`config.mk`:
```
export PLATFORM = sky130hd
export DESIGN_NAME = bcrf_fifo
export DESIGN_NICKNAME = d
export VERILOG_FILES = /design/src/rtl/bitmap_clear_run_finder_top_defines.svh /design/src/rtl/bcrf_fifo.sv
export SDC_FILE = /design/constraint.sdc
export NUM_CORES = 1
export LEC_CHECK = 0
export CAP_MARGIN = 10
export CELL_PAD_IN_SITES_DETAIL_PLACEMENT = 1
export CELL_PAD_IN_SITES_GLOBAL_PLACEMENT = 2
export CORE_UTILIZATION = 43
export CTS_BUF_LIST = sky130_fd_sc_hd__clkbuf_8
export CTS_CLUSTER_DIAMETER = 100
export DETAILED_ROUTE_END_ITERATION = 8
export DONT_BUFFER_PORTS = 1
export PLACE_DENSITY_LB_ADDON = 0.1
export SLEW_MARGIN = 40
export SYNTH_ARGS = -nofsm -noshare
export SYNTH_HDL_FRONTEND = slang
export SYNTH_SLANG_ARGS = --single-unit
```
`constraint.sdc`:
```
create_clock -name clock -period 1.9 [get_ports clock]
set_input_delay 0.57 -clock clock [delete_from_list [all_inputs] [get_ports clock]]
set_output_delay 0.57 -clock clock [all_outputs]
set_load 0.05 [all_outputs]
```
`src/rtl/bitmap_clear_run_finder_top_defines.svh`:
```
// ----------------------------------------------------------------------------
// Assertion macros for the bitmap clear-run finder
// Concurrent check wrappers, compiled out when ASSERT_OFF is defined.
// ----------------------------------------------------------------------------
`ifndef BITMAP_CLEAR_RUN_FINDER_TOP_DEFINES_SVH
`define BITMAP_CLEAR_RUN_FINDER_TOP_DEFINES_SVH

`ifndef ASSERT_OFF
`define BCRF_ASSERT_ALWAYS(label, cond, msg) \
   label: assert property (@(posedge clock) disable iff (reset) (cond)) \
      else $error(msg);
`define BCRF_ASSERT_IMPLIES(label, pre, post, msg) \
   label: assert property (@(posedge clock) disable iff (reset) (pre) |-> (post)) \
      else $error(msg);
`else
`define BCRF_ASSERT_ALWAYS(label, cond, msg)
`define BCRF_ASSERT_IMPLIES(label, pre, post, msg)
`endif

`endif

```
`src/rtl/bcrf_fifo.sv`:
```
// ----------------------------------------------------------------------------
// bcrf_fifo
// Two-entry queue used between the front, the back and the result port.
// ----------------------------------------------------------------------------
module bcrf_fifo #(
   parameter int WIDTH = 8
) (
   input  logic             clock,
   input  logic             reset,
   input  logic             push,
   input  logic [WIDTH-1:0] push_data,
   input  logic             pop,
   output logic [WIDTH-1:0] pop_data,
   output logic             full,
   output logic             empty
);

   logic [WIDTH-1:0] data_ff [2];
   logic             wr_ptr_ff, wr_ptr_in;
   logic             rd_ptr_ff, rd_ptr_in;
   logic [1:0]       count_ff, count_in;
   logic             do_push, do_pop;

   assign full     = (count_ff == 2'd2);
   assign empty    = (count_ff == 2'd0);
   assign do_push  = push && !full;
   assign do_pop   = pop && !empty;
   assign pop_data = data_ff[rd_ptr_ff];

   always_comb begin
      wr_ptr_in = do_push ? !wr_ptr_ff : wr_ptr_ff;
      rd_ptr_in = do_pop ? !rd_ptr_ff : rd_ptr_ff;
      count_in  = count_ff;
      if (do_push && !do_pop) begin
         count_in = count_ff + 2'd1;
      end else if (do_pop && !do_push) begin
         count_in = count_ff - 2'd1;
      end
   end

   always_ff @(posedge clock) begin
      if (reset) begin
         wr_ptr_ff <= 1'b0;
         rd_ptr_ff <= 1'b0;
         count_ff  <= 2'd0;
      end else begin
         wr_ptr_ff <= wr_ptr_in;
         rd_ptr_ff <= rd_ptr_in;
         count_ff  <= count_in;
      end
   end

   always_ff @(posedge clock) begin
      if (do_push) begin
         data_ff[wr_ptr_ff] <= push_data;
      end
   end

endmodule

```
==> results.sh, run 1 <==
export IMPL_avgSynthCellArea_um2=15.9
export IMPL_setup_violations=0
export IMPL_antenna_cells=0
export IMPL_fin_setup_tns_ps=0
export IMPL_wire_per_inst_um=16.4
export IMPL_synth_compound_area_share_pct=3.15
export IMPL_worst_setup_path_type="reg -> out"
export IMPL_crit_arrival_ps=1170
export IMPL_vias=406
export IMPL_pin_count=22
export IMPL_synthMuxAreaShare_pct=11.4
export IMPL_max_freq_mhz=574
export IMPL_postRouteAntennaNets=0
export IMPL_cts_tree="built"
export IMPL_firstDrtPassIters=3
export IMPL_synth_top_family_by_area="multiplexers"
export IMPL_outcome="complete, no violations"
export IMPL_ir_drop_uv=935
export IMPL_post_cts_buffers=0
export IMPL_p_leak_nw=0.322
export IMPL_cts_sinks=21
export IMPL_fillers=177
export IMPL_synth_largest_area_cell="edfxtp_1"
export IMPL_synthTopCellsByArea="edfxtp_1, dfxtp_1, mux2_2"
export IMPL_core_um2=1730
export IMPL_p_per_area_nw_per_um2=1700
export IMPL_fin_cells=81
export IMPL_row_count=15
export IMPL_cp_max_fo=8
export IMPL_grt_max_degree=12
export IMPL_syn_inst=50
export IMPL_grt_pass1_wl_um=2080
export IMPL_grt_pass1_vias=424
export IMPL_cts_hold_buf=0
export IMPL_cts_repair_resized=0
export IMPL_required_ps=1330
export IMPL_synth_warnings=0
export IMPL_wirelength_um=1330
export IMPL_max_stage_delay_ps=490
export IMPL_drt_iter0_markers=2
export IMPL_cp_start_kind="register"
export IMPL_place_port_buffers=0
export IMPL_dpl_hpwl_um=997
export IMPL_worst_clock_skew_ps=1.77
export IMPL_grt_util_all_layers_pct=15.8
export IMPL_nets=70
export IMPL_synth_fp_nets=63
export IMPL_holdWs_ps=373
export IMPL_ys_seq_elements=21
export IMPL_antenna_found_initial=0
export IMPL_finalCritPeriodShare_pct=91.6
export IMPL_clk_pin_slew_ps=70
export IMPL_clockBufferDepth=2
export IMPL_min_path_type="in -> reg"
export IMPL_grt_overflow=0
export IMPL_synth_xor_area_share_pct=3.31
export IMPL_period_needed_ps=1740
export IMPL_maxCapViolCount=0
export IMPL_report_final_slew_viol_count=0
export IMPL_cts_htree_levels=1
export IMPL_synth_fa_ha_area_share_pct=1.58
export IMPL_ctsRootBufferMaster="clkbuf_8"
export IMPL_synth_top_area_share_pct=60.6
export IMPL_die_y_um=45.0
export IMPL_drive_above_1_share_pct=28.6
export IMPL_hold_viol=0
export IMPL_place_inst=77
export IMPL_ys_seq_area_share_pct=73.2
export IMPL_start_util_pct=45.9
export IMPL_syn_to_final_growth_pct=12.0
export IMPL_relSlewSlack_pct=72.0
export IMPL_path_buf_inv=0
export IMPL_routabilityCongestion=0.632
export IMPL_critPathSlowestCell="mux2_2"
export IMPL_synth_cell_types=13
export IMPL_cp_top_family="multiplexers"
export IMPL_vias_per_cell=5.01
export IMPL_crit_path_end_kind="output pin"
export IMPL_drc=0
export IMPL_insertion_delay_ps=250
export IMPL_grt_setup_unrepaired="no"
export IMPL_die_x_um=45.0
export IMPL_synth_simple_gate_area_share_pct=5.84
export IMPL_netlist_area_um2=793
export IMPL_cts_made_buffers=3
export IMPL_die_area_um2=2020
export IMPL_final_util_pct=51.4
export IMPL_path_cells="mux2_2"
export IMPL_tightestPinTransition_ps=420
[cells in the mapped netlist]
| cell type | number |
|---|---|
| edfxtp_1 | 16 |
| mux2_2 | 8 |
| dfxtp_1 | 5 |
| nor2_1 | 5 |
| o21ai_0 | 3 |
| xor2_1 | 3 |
| a21oi_1 | 2 |
| inv_1 | 2 |
| or3_1 | 2 |
| and2_1 | 1 |
| buf_2 | 1 |
| ha_1 | 1 |
| nor2b_2 | 1 |
[through the flow]
stage,power [W],instance area [um^2],worst slack (ps)
final,0.00151,888,159
after global routing,0.00159,888,117
after CTS,0.00153,887,17.9
after detailed placement,0.00125,842,208
after global placement,0.00122,842,320
after floorplan,0.00114,793,37.3
[state kept, by name, summed over array words and instances (netlist names), named ones only]
register and cells:
rd_ptr_ff 1, count_ff 2, wr_ptr_ff 1, data_ff 16
[layout by cell type (no fill, tap or decap)]
cell / Yosys / layout
ha_1: 1 / 1
buf_4: 0 / 3
nor2b_2: 1 / 1
a21oi_1: 2 / 2
inv_1: 2 / 3
nor2_1: 5 / 5
or3_1: 2 / 2
dfxtp_1: 5 / 4
o21ai_0: 3 / 3
mux2_2: 8 / 8
and2_1: 1 / 1
clkbuf_8: 0 / 3
dfxtp_2: 0 / 1
xor2_1: 3 / 3
edfxtp_1: 16 / 16
[power by group]
group,internal [W],switching [W],total (W)
logic,0.000169,0.000417,0.000586
clock network,0.000143,0.000133,0.000277
registers,0.000589,0.0000613,0.000650
total,0.000901,0.000612,0.00151
[path summary, 6_finish.rpt]
check                   start             to  slack, ps  cells past startpoint
setup reg to reg  count_ff[1]  data_ff[0][4]        250                      4
setup / recovery     register    pop_data[5]        160                      1
hold reg to reg     wr_ptr_ff      wr_ptr_ff        500                      2
hold / removal          reset       register        370                      1
[routing by layer]
metal  up-vias  track usage, %  wire, um
li1        191               -         -
met1       204            18.0       507
met2         9            26.4       751
met3         2            4.40        58
met4         0            9.09        12
met5         -               0         0
[worst register-to-register path: stages (launching register included)]
cell and delay [ps]:
dfxtp_1 340, nor2b_2 170, buf_4 200, or3_1 340, inv_1 270
[logic make-up after synthesis]
kind of cell,after synthesis
AOI/OAI and AO/OA,5
xor gates and xnor gates,3
adders and majority gates,1
buffers and inverters,3
DFF,21
muxes,8
and+or+nand+nor,9
[final cells by class]
type	instances	area (um^2)	share of cell area (%)
inverters	2	7.51	0.845
repair buffers	3	22.5	2.54
clock inverters	1	3.75	0.423
well taps	25	31.3	3.52
multi-input cells	26	200	22.5
clock buffers	3	41.3	4.65
flip-flops and latches	21	582	65.5
Note: power is estimated with default switching activity, not from simulation.
==> run 2: changes to the inputs <==
--- a/config.mk
+++ b/config.mk
@@ -8,13 +8,13 @@
 export CAP_MARGIN = 10
 export CELL_PAD_IN_SITES_DETAIL_PLACEMENT = 1
 export CELL_PAD_IN_SITES_GLOBAL_PLACEMENT = 2
-export CORE_UTILIZATION = 43
-export CTS_BUF_LIST = sky130_fd_sc_hd__clkbuf_8
+export CORE_MARGIN = 1
+export CORE_UTILIZATION = 39
+export CTS_BUF_LIST = sky130_fd_sc_hd__clkbuf_16
 export CTS_CLUSTER_DIAMETER = 100
 export DETAILED_ROUTE_END_ITERATION = 8
 export DONT_BUFFER_PORTS = 1
 export PLACE_DENSITY_LB_ADDON = 0.1
-export SLEW_MARGIN = 40
 export SYNTH_ARGS = -nofsm -noshare
 export SYNTH_HDL_FRONTEND = slang
 export SYNTH_SLANG_ARGS = --single-unit
==> run 2 against run 1 <==
Routed wire length is 6.2% lower. Clock-buffer cell count stayed put. Sequential share of layout area is 2.4 points lower. Die area is 9.8% higher. Worst hold slack better by 18 ps. Worst setup slack better by 6.4 ps. Sequential cell count stayed put.
==> results.sh, run 2 (same netlist as run 1, synthesis figures left out) <==
export IMPL_start_util_pct=43.6
export IMPL_path_cells="mux2_2"
export IMPL_wirelength_um=1250
export IMPL_cp_start_kind="register"
export IMPL_fin_cells=81
export IMPL_max_freq_mhz=576
export IMPL_grt_pass1_vias=431
export IMPL_core_um2=1820
export IMPL_worstHoldStart="reset"
export IMPL_insertion_delay_ps=250
export IMPL_final_cell_mix="edfxtp_1, mux2_2, nor2_1, dfxtp_1"
export IMPL_top_register="data_ff"
export IMPL_die_y_um=47.1
export IMPL_nets=70
export IMPL_min_path_type="in -> reg"
export IMPL_max_stage_delay_ps=490
export IMPL_outcome="complete, no violations"
export IMPL_relSlewSlack_pct=73.6
export IMPL_wire_per_inst_um=15.4
export IMPL_report_final_slew_viol_count=0
export IMPL_drive_above_1_share_pct=28.6
export IMPL_period_needed_ps=1730
export IMPL_pin_count=22
export IMPL_setup_violations=0
export IMPL_cts_sinks=21
export IMPL_fillers=186
export IMPL_drc=0
export IMPL_routabilityCongestion=0.603
export IMPL_r2r_start="count_ff[1]"
export IMPL_die_area_um2=2220
export IMPL_dpl_hpwl_um=948
export IMPL_largest_register_ffs=16
export IMPL_cp_max_fo=8
export IMPL_critPathSlowestCell="mux2_2"
export IMPL_clk_pin_slew_ps=50
export IMPL_worst_setup_path_type="reg -> out"
export IMPL_maxCapViolCount=0
export IMPL_firstDrtPassIters=2
export IMPL_path_buf_inv=0
export IMPL_grt_pass1_wl_um=1860
export IMPL_hold_viol=0
export IMPL_place_inst=77
export IMPL_grt_overflow=0
export IMPL_tightestPinTransition_ps=396
export IMPL_p_leak_nw=0.337
export IMPL_crit_path_end_kind="output pin"
export IMPL_finalCritPeriodShare_pct=91.3
export IMPL_die_x_um=47.1
export IMPL_postRouteAntennaNets=0
export IMPL_syn_to_final_growth_pct=16.2
export IMPL_grt_util_all_layers_pct=13.4
export IMPL_grt_setup_unrepaired="no"
export IMPL_vias_per_cell=4.93
export IMPL_antenna_found_initial=0
export IMPL_place_port_buffers=0
export IMPL_cts_htree_levels=1
export IMPL_p_per_area_nw_per_um2=1800
export IMPL_layout_cells_most_common="edfxtp_1"
export IMPL_row_count=15
export IMPL_fin_setup_tns_ps=0
export IMPL_largest_registers="data_ff (16), count_ff (2)"
export IMPL_required_ps=1330
export IMPL_drt_iter0_markers=3
export IMPL_worst_clock_skew_ps=1.64
export IMPL_cts_made_buffers=3
export IMPL_clockBufferDepth=2
export IMPL_antenna_cells=0
export IMPL_cts_tree="built"
export IMPL_ctsRootBufferMaster="clkbuf_16"
export IMPL_cp_top_family="multiplexers"
export IMPL_grt_max_degree=12
export IMPL_vias=399
export IMPL_ir_drop_uv=814
export IMPL_crit_arrival_ps=1160
[run 2: layer usage]
layer	vias up	track usage, %	share of wire (%)
met5	-	0	0
met4	0	8.57	0
li1	195	-	-
met2	13	21.9	54
met3	0	5.38	8.6
met1	191	14.5	37
[run 2: what timing repair did]
| item | 4_1_cts | 5_1_grt |
|---|---|---|
| buffers inserted | 0 | 0 |
| resized for setup | 0 | 1 |
| hold buffers | 0 | 0 |
| endpoints found under the setup margin | 0 | 8 |
[run 2: final timing paths]
| path | to | slack (ps) | cells past startpoint |
|---|---|---|---|
| worst max-delay path | pop_data[3] | 170 | 1 |
| worst min register to register | wr_ptr_ff | 500 | 2 |
| worst min-delay path | rd_ptr_ff | 390 | 1 |
| worst max register to register | data_ff[0][2] | 240 | 4 |
[run 2: where the power goes]
part | switching (W) | leakage [nW] | internal (W) | total, W
clock network | 0.000138 | 0.0423 | 0.000279 | 0.000418
registers | 0.0000618 | 0.191 | 0.000590 | 0.000652
logic | 0.000422 | 0.104 | 0.000169 | 0.000591
total | 0.000622 | 0.337 | 0.00104 | 0.00166
[run 2: stage by stage]
stage               power, W  setup slack (ps)  cell area (um^2)  hold slack, ps  utilization (%)
floorplan            0.00114              37.3               793             452                -
global placement     0.00122               302               842             462             46.3
detailed placement   0.00125               241               842             496             46.3
CTS                  0.00168              17.7               921             384             50.6
global route         0.00174               115               922             378             50.7
finish               0.00166               165               922             390             50.7
[run 2: cell type report]
cell class                 count  area [um^2]  area share (%)
clock inverter                 1         3.75           0.407
inverter                       2         7.51           0.814
sequential                    21          582            63.1
multi-input combinational     26          200            21.7
clock buffer                   3         75.1            8.14
timing repair buffer           3         22.5            2.44
tap                           25         31.3            3.39
