===== src/rtl/bitmap_clear_run_finder_top_defines.svh =====
// ----------------------------------------------------------------------------
// Assertion macros for the bitmap clear-run finder
// Concurrent check wrappers, compiled out when ASSERT_OFF is defined.
// ----------------------------------------------------------------------------
`ifndef BITMAP_CLEAR_RUN_FINDER_TOP_DEFINES_SVH
`define BITMAP_CLEAR_RUN_FINDER_TOP_DEFINES_SVH

`ifndef ASSERT_OFF
`define BCRF_ASSERT_ALWAYS(label, cond, msg) \
   label: assert property (@(posedge clock) disable iff (reset) (cond)) \
      else $error(msg);
`define BCRF_ASSERT_IMPLIES(label, pre, post, msg) \
   label: assert property (@(posedge clock) disable iff (reset) (pre) |-> (post)) \
      else $error(msg);
`else
`define BCRF_ASSERT_ALWAYS(label, cond, msg)
`define BCRF_ASSERT_IMPLIES(label, pre, post, msg)
`endif

`endif


===== src/rtl/bcrf_pkg.sv =====
// ----------------------------------------------------------------------------
// bcrf_pkg
// Shared types, codes and bit-scan helpers for the clear-run finder.
// ----------------------------------------------------------------------------
package bcrf_pkg;

   localparam int WORD_BITS     = 32;
   localparam int BIT_SEL_W     = 5;
   localparam int SIZE_W        = 14;
   localparam int FROM_W        = 16;
   localparam int IDX_W         = 8;
   localparam int MAP_WORDS_DEF = 256;

   localparam logic [SIZE_W-1:0] SIZE_RESET = 14'd8192;

   localparam logic [1:0] FUNC_WRITE = 2'd0;
   localparam logic [1:0] FUNC_FWD   = 2'd1;
   localparam logic [1:0] FUNC_BWD   = 2'd2;

   localparam logic [1:0] CMD_WRITE = 2'd0;
   localparam logic [1:0] CMD_FWD   = 2'd1;
   localparam logic [1:0] CMD_BWD   = 2'd2;
   localparam logic [1:0] CMD_IMM   = 2'd3;

   typedef struct packed {
      logic [1:0]           kind;
      logic [IDX_W-1:0]     word_index;
      logic [WORD_BITS-1:0] word_data;
      logic [FROM_W-1:0]    from_index;
      logic [SIZE_W-1:0]    size;
   } cmd_type;

   typedef struct packed {
      logic [FROM_W-1:0] run_start;
      logic [SIZE_W-1:0] run_length;
   } rsp_type;

   typedef struct packed {
      logic clearing;
   } back_status_type;

   typedef struct packed {
      logic [SIZE_W-1:0] eff_size;
   } front_status_type;

   // mask with bits [k-1:0] set, k in 0..32
   function automatic logic [WORD_BITS-1:0] ones_below(input logic [5:0] k);
      logic [WORD_BITS-1:0] m;
      for (int b = 0; b < WORD_BITS; b++) begin
         m[b] = (6'(b) < k);
      end
      return m;
   endfunction

   // number of consecutive ones from bit 0 upward
   function automatic logic [5:0] trail_ones(input logic [WORD_BITS-1:0] v);
      logic [5:0] n;
      n = 6'd32;
      for (int b = WORD_BITS - 1; b >= 0; b--) begin
         if (!v[b]) n = 6'(b);
      end
      return n;
   endfunction

   // number of consecutive ones from bit 31 downward
   function automatic logic [5:0] lead_ones(input logic [WORD_BITS-1:0] v);
      logic [5:0] n;
      n = 6'd32;
      for (int b = 0; b < WORD_BITS; b++) begin
         if (!v[b]) n = 6'(31 - b);
      end
      return n;
   endfunction

endpackage


===== src/rtl/bcrf_front.sv =====
// ----------------------------------------------------------------------------
// bcrf_front
// Size register and request classification into back-end commands.
// ----------------------------------------------------------------------------
module bcrf_front import bcrf_pkg::*; #(
   parameter int MAP_WORDS = MAP_WORDS_DEF
) (
   input  logic                 clock,
   input  logic                 reset,
   input  logic                 req_push,
   output logic                 req_full,
   input  logic [1:0]           req_func,
   input  logic [IDX_W-1:0]     req_word_index,
   input  logic [WORD_BITS-1:0] req_word_data,
   input  logic [FROM_W-1:0]    req_from_index,
   input  logic                 csr_we,
   input  logic [SIZE_W-1:0]    csr_wdata,
   input  logic                 cmd_full,
   output logic                 cmd_push,
   output cmd_type              cmd,
   input  back_status_type      back_status,
   output front_status_type     front_status
);

   localparam int CAP = MAP_WORDS * WORD_BITS;

   logic [SIZE_W-1:0] size_ff;
   logic [SIZE_W-1:0] eff_size;
   logic              accept;
   logic              keep;

   always_ff @(posedge clock) begin
      if (reset) begin
         size_ff <= SIZE_RESET;
      end else if (csr_we) begin
         size_ff <= csr_wdata;
      end
   end

   assign eff_size = (int'(size_ff) > CAP) ? SIZE_W'(CAP) : size_ff;
   assign front_status.eff_size = eff_size;

   assign req_full = cmd_full || back_status.clearing;
   assign accept   = req_push && !req_full;

   always_comb begin
      cmd.word_index = req_word_index;
      cmd.word_data  = req_word_data;
      cmd.from_index = req_from_index;
      cmd.size       = eff_size;
      cmd.kind       = CMD_IMM;
      keep           = 1'b0;
      unique case (req_func)
         FUNC_WRITE: begin
            cmd.kind = CMD_WRITE;
            keep     = (int'(req_word_index) < MAP_WORDS);
         end
         FUNC_FWD: begin
            keep     = 1'b1;
            cmd.kind = ({2'b00, eff_size} <= req_from_index) ? CMD_IMM : CMD_FWD;
         end
         FUNC_BWD: begin
            keep     = 1'b1;
            cmd.kind = ({2'b00, eff_size} <= req_from_index) ? CMD_IMM : CMD_BWD;
         end
         default: begin
            keep = 1'b0;
         end
      endcase
   end

   assign cmd_push = accept && keep;

endmodule


===== config.mk =====
export PLATFORM = sky130hd
export DESIGN_NAME = bcrf_front
export DESIGN_NICKNAME = d
export VERILOG_FILES = /design/src/rtl/bitmap_clear_run_finder_top_defines.svh /design/src/rtl/bcrf_pkg.sv /design/src/rtl/bcrf_front.sv
export SDC_FILE = /design/constraint.sdc
export NUM_CORES = 1
export LEC_CHECK = 0
export ABC_AREA = 1
export BUFFER_PORTS_ARGS = -buffer_cell sky130_fd_sc_hd__buf_2
export CORE_MARGIN = 5
export CORE_UTILIZATION = 39
export CTS_CLUSTER_DIAMETER = 150
export DETAILED_ROUTE_END_ITERATION = 8
export HOLD_SLACK_MARGIN = 0.03
export PLACE_DENSITY = 0.88
export SLEW_MARGIN = 20
export SYNTH_ARGS = -nofsm -noshare
export SYNTH_HDL_FRONTEND = slang
export SYNTH_SLANG_ARGS = --single-unit

===== constraint.sdc =====
create_clock -name clock -period 3.15 [get_ports clock]
set_input_delay 0.315 -clock clock [delete_from_list [all_inputs] [get_ports clock]]
set_output_delay 0.315 -clock clock [all_outputs]
set_load 0.02 [all_outputs]

==> results of run 1 <==
==> cell type report <==
class	count	area (sq um)	area share, %
Tap cell	50	62.56	3.897
Timing Repair Buffer	88	447.9	27.90
Inverter	25	93.84	5.846
Clock buffer	3	41.29	2.572
Sequential cell	14	280.3	17.46
Multi-Input combinational cell	114	679.4	42.32
==> through the flow <==
| stage | setup slack [ps] | power, mW | util [%] | cell area [sq um] |
|---|---|---|---|---|
| 3_3_place_gp | 557.4 | 0.3725 | 39.10 | 1564 |
| 6_report | 220.2 | 0.5138 | 40.13 | 1605 |
| 3_5_place_dp | 501.8 | 0.3769 | 39.10 | 1564 |
| 4_1_cts | 218.5 | 0.5200 | 40.13 | 1605 |
| 2_1_floorplan | 432.7 | 0.4058 | - | 1610 |
| 5_1_grt | 4.851 | 0.5432 | 40.13 | 1605 |
==> synthesized netlist by cell type, drive strengths merged <==
library cell,instances
buf,73
nor2,33
inv,25
nand2,25
o21ai,15
dfxtp,14
ha,14
a21boi,12
a21oi,4
nand3,4
clkbuf,3
nand4,2
nor4,2
a21o,1
nor3,1
or2,1
==> worst max-delay path, stage by stage (launching register included) <==
cell,delay (ps)
dfxtp_1,310
nor4_1,270
nand4_1,240
buf_4,250
a21boi_2,230
ha_1,290
nand2_1,70
nand2_1,50
nand2_1,50
nand2_1,50
nand2_1,60
nand2_1,60
nand2_1,60
nand2_1,50
nand2_1,80
nand2_1,50
nand2_1,50
buf_2,160
==> per-layer routing <==
metal | track usage, % | wire (um)
met5 | 0 | 0
met4 | 5.929 | 61
met3 | 2.162 | 348
met2 | 21.36 | 1709
met1 | 14.26 | 1504
==> report_power, final <==
part / switching (mW) / internal, mW
logic: 0.103 / 0.0676
clock network: 0.0581 / 0.0845
registers: 0.0109 / 0.190
total: 0.172 / 0.342
==> kinds of logic (layout without fill, tap and decap cells) <==
kind of cell    Yosys count  in the layout
flops                    14             14
fa+ha+maj                14             14
simple gates             68             68
compound gates           32             32
buf+inv                 101            116
==> final timing paths <==
kind | from | to | cells past startpoint
max reg2reg | size_ff[13] | size_ff[13] | 2
min | csr_wdata[13] | size_ff[13] | 3
max | size_ff[11] | cmd[70] | 17
min reg2reg | size_ff[12] | size_ff[12] | 2
==> results.ini, run 1 <==
[status]
outcome=finished clean

[route]
drt_iter0_drc=42
drc_errors=0
routedWlPerCell_um=12.33
num_vias=1329
drt_pass1_iterations=4
viasPerCell=4.520
wl_um=3624
ant_nets=0

[finish]
drive_gt1_share_pct=41.80
diodes=0
fill_cells=446
instances_no_fill=294
regMostFlops=size_ff
syn2layout_area_growth_pct=-0.3108
layout_commonest_cell=buf_2
largest_reg_flops=14
nNetsFinal=338
final_cell_mix=buf_2 (85), nor2_1 (33), inv_1 (25), nand2_1 (25), o21ai_0 (15)
reg.largest.list=size_ff x14

[synthesis]
yosys.area.top_type_share_pct=32.63
yosys_warnings=0
ys_seq_area_share_pct=17.40
synth_top_family_by_area=buffers and inverters
synth_top_area_cell=buf_4
postSynthAreaPerCell_sq_um=7.032
syn_inst=229
synth_area_leaders=buf_4 (33%), dfxtp_1 (17%), ha_1 (11%)
synth-adder-area-share_pct=10.88
synth-simple-area-share_pct=17.02
synth-compound-area-share_pct=14.30
synth_mux_area_share_pct=0
synth-seq-cells=14
synth_area_sq_um=1610
synth-xor-area-share_pct=0
synth_fp_nets=321
synth_cell_types=20

[clock_tree]
cts_setup_buffers=0
insertion_delay_ps=240
path_clk_slew_ps=50
cts.sinks=14
tritoncts=done
cts_buffers=3
cts_max_level=1
ctsHoldBuffers=0
cts_resized=0
clockBufferDepth=2
cts_root_buffer=clkbuf_8

[setup_path]
endpoint_kind=output pin
crit_path_start_kind=flip-flop
critPathRequiredTime_ps=2830
worst_ep_arrival_time_ps=2610
regToRegSetupSlack_ps=2400
path_class=flip-flop to output pin
crit_path_max_fanout=9

[floorplan]
fp.dieW_um=74.26
chipHeight_um=74.26
fp.coreArea_sq_um=4000
rows=23
start_util_pct=40.26
pin_count=166
die_area_sq_um=5514

[placed_design]
place_inst=291
dp.final_hpwl_um=3164
port_buffers=85
place_congestion=0.7601

[global_route]
grt_pass1_vias=1201
overflow=0
grt_max_degree=16
grt_usage_pct=12.18
grt_pass1_wl_um=5319
antenna_found_initial=0

[timing]
max_freq_mhz=341.3
grt_setup_unrepaired=no
period_share_pct=93.01
maxSlewHeadroom_pct=72.75
worstMarginPinSlew_ps=408.3
finalSetupViolCount=0
hold_violations=0
final_max_slew_viol_count=0
finalSetupTns_ps=0
holdWs_ps=282.6
period_minus_slack_ps=2930
skew_ps=0

[pwr]
p_leak_nw=0.9905
p_per_area_nw_per_um2=320.1
peakVddDrop_uv=221.6

[job]
cap_viol_max_count=0

[min_path]
hold_path.class=primary input to flip-flop

No activity file was read; power rests on OpenSTA's default activity.
==> run 2, diff against run 1 <==
BUFFER_PORTS_ARGS = -buffer_cell sky130_fd_sc_hd__clkbuf_2   (was -buffer_cell sky130_fd_sc_hd__buf_2)
==> run 2 against run 1 <==
- clock skew unchanged
- die area unchanged
- register-to-register slack better by 60 ps
- combinational power up 9%
==> results.ini, run 2 (same netlist as run 1, synthesis figures left out) <==
[finish]
layout_commonest_cell=clkbuf_2
post-route-cell-area_sq_um=1715  ; +6.9%
syn2layout_area_growth_pct=6.527
reg.largest.list=size_ff x14
diodes=0  ; unchanged
drive_gt1_share_pct=43.95  ; +2.1 points
largest_reg_flops=14  ; unchanged
fill_cells=437  ; -2.0%
regMostFlops=size_ff
nNetsFinal=341  ; +0.89%
final_util_pct=42.88  ; +2.8 points
final_cell_mix=clkbuf_2 (83), nor2_1 (33), inv_1 (25), nand2_1 (25), o21ai_0 (15)

[floorplan]
chipHeight_um=74.26  ; unchanged
start_util_pct=40.26  ; unchanged
die_area_sq_um=5514  ; unchanged
rows=23  ; unchanged
fp.coreArea_sq_um=4000  ; unchanged
fp.dieW_um=74.26  ; unchanged
pin_count=166  ; unchanged

[pwr]
p_total_uw=559.2  ; +8.8%
p_per_area_nw_per_um2=326.0  ; +1.8%
p_leak_nw=1.023  ; +3.2%
peakVddDrop_uv=176.4  ; -20%

[timing]
skew_ps=0  ; unchanged
period_share_pct=92.96  ; about the same
period_minus_slack_ps=2928  ; -1.387 ps
finalSetupViolCount=0  ; unchanged
final_max_slew_viol_count=0  ; unchanged
finalSetupTns_ps=0  ; unchanged
worstMarginPinSlew_ps=390.4  ; -17.83 ps
maxSlewHeadroom_pct=73.94  ; +1.2 points
holdWs_ps=288.1  ; +5.466 ps
max_freq_mhz=341.5  ; about the same
hold_violations=0  ; unchanged

[setup_path]
worst_ep_arrival_time_ps=2610  ; about the same
path_class=flip-flop to output pin
reg2reg_depth=2  ; unchanged
path_buf_inv=2  ; unchanged
regToRegSetupSlack_ps=2460  ; +60 ps
cp.depth=14  ; -3
critPathRequiredTime_ps=2830  ; about the same
timing.rr.end=size_ff[2]
r2r_start=size_ff[2]
crit_path_max_fanout=7  ; -2
crit_slowest_cell=dfxtp_1
cpPeakStageDelay_ps=340  ; +30 ps
cpMostUsedCell=nand2_1
crit_path_start_kind=flip-flop
crit_end=cmd[71]
crit_family=simple AND/OR/NAND/NOR gates
crit_path_start=size_ff[8]
endpoint_kind=output pin
cp_cell_sequence=nor4_2 -> nand4_1 -> buf_6 -> a21boi_4 -> ha_1 -> a21o_1 -> nor2_1 -> nand2_1 -> nand2_1 -> nand2_1 -> nand2_1 -> nand2_1 -> nand2_1 -> buf_2

[route]
ant_nets=0  ; unchanged
wl_um=3731  ; +3.0%
routedWlPerCell_um=12.52  ; +1.6%
drt_iter0_drc=31  ; -26%
drc_errors=0  ; unchanged
num_vias=1338  ; +0.68%
viasPerCell=4.490  ; -0.67%
drt_pass1_iterations=4  ; unchanged

[global_route]
grt_usage_pct=12.94  ; +0.76 points
grt_pass1_wl_um=5478  ; +3.0%
grt_pass1_vias=1228  ; +2.2%
grt_max_degree=16  ; unchanged
overflow=0  ; unchanged
antenna_found_initial=0  ; unchanged

[clock_tree]
cts.sinks=14  ; unchanged
clockBufferDepth=2  ; unchanged
cts_buffers=3  ; unchanged
cts_root_buffer=clkbuf_8
tritoncts=done
insertion_delay_ps=240  ; about the same
cts_max_level=1  ; unchanged
path_clk_slew_ps=60  ; about the same

[min_path]
hold_path.class=primary input to flip-flop
hp-start=csr_wdata[3]

[job]
cap_viol_max_count=0  ; unchanged

[placed_design]
place_congestion=0.7895  ; +3.9%
dp.final_hpwl_um=3232  ; +2.2%
dpl-instance-area_sq_um=1556  ; -0.48%
port_buffers=85  ; unchanged

[status]
outcome=finished clean

[run 2: cell count changes in the layout (fill, tap and decap cells not counted), sizes merged]
cell    change
clkbuf     +84
buf        -80
[run 2: worst min path at each step]
| stage | end | slack, ps | depth (start not counted) |
|---|---|---|---|
| 6_report | size_ff[3] | 290 | 3 |
| 5_1_grt | size_ff[13] | 290 | 3 |
| 4_1_cts | size_ff[3] | 290 | 3 |
| 3_5_place_dp | size_ff[12] | 490 | 2 |
| 3_3_place_gp | size_ff[12] | 490 | 2 |
| 2_1_floorplan | size_ff[13] | 440 | 2 |
[run 2: where the power goes]
part	switching (mW)	leakage (nW)	total [mW]	internal, mW
registers	0.0104	0.116	0.200	0.190
clock network	0.0627	0.0288	0.173	0.111
logic	0.111	0.877	0.186	0.0747
total	0.184	1.02	0.559	0.375
[run 2: through the flow]
stage,setup WS [ps],std cells
6_report,221.6,298
5_1_grt,-12.27,298
3_3_place_gp,441.5,290
4_1_cts,7.170,294
2_1_floorplan,432.7,229
3_5_place_dp,284.0,290
[run 2: worst reg2reg max path: cells and delay by family, from the launching register on]
kind / cells / cell delay, ps
AO/OA/AOI/OAI: 1 / 190
flip-flops: 1 / 330
AND/OR/NAND/NOR: 1 / 60
[run 2: metal layers]
layer / up-vias / part of all wire, % / global-route usage [%]
met5: - / 0 / 0
met4: 0 / 2.9 / 8.300
met3: 13 / 11 / 3.514
met2: 65 / 47 / 22.05
met1: 574 / 39 / 14.13
li1: 686 / - / -
[run 2: area by class of cell]
cell class / instances / area [sq um] / area share, %
well taps: 50 / 62.56 / 3.647
clock buffers: 4 / 55.05 / 3.209
inverters: 25 / 93.84 / 5.470
flip-flops and latches: 14 / 280.3 / 16.34
repair buffers: 91 / 476.7 / 27.79
multi-input cells: 114 / 747.0 / 43.54
[run 2: what timing repair did]
item,CTS,global route
resized for setup,0,14
buffers inserted,0,4
hold buffers,0,0
endpoints found under the setup margin,0,2
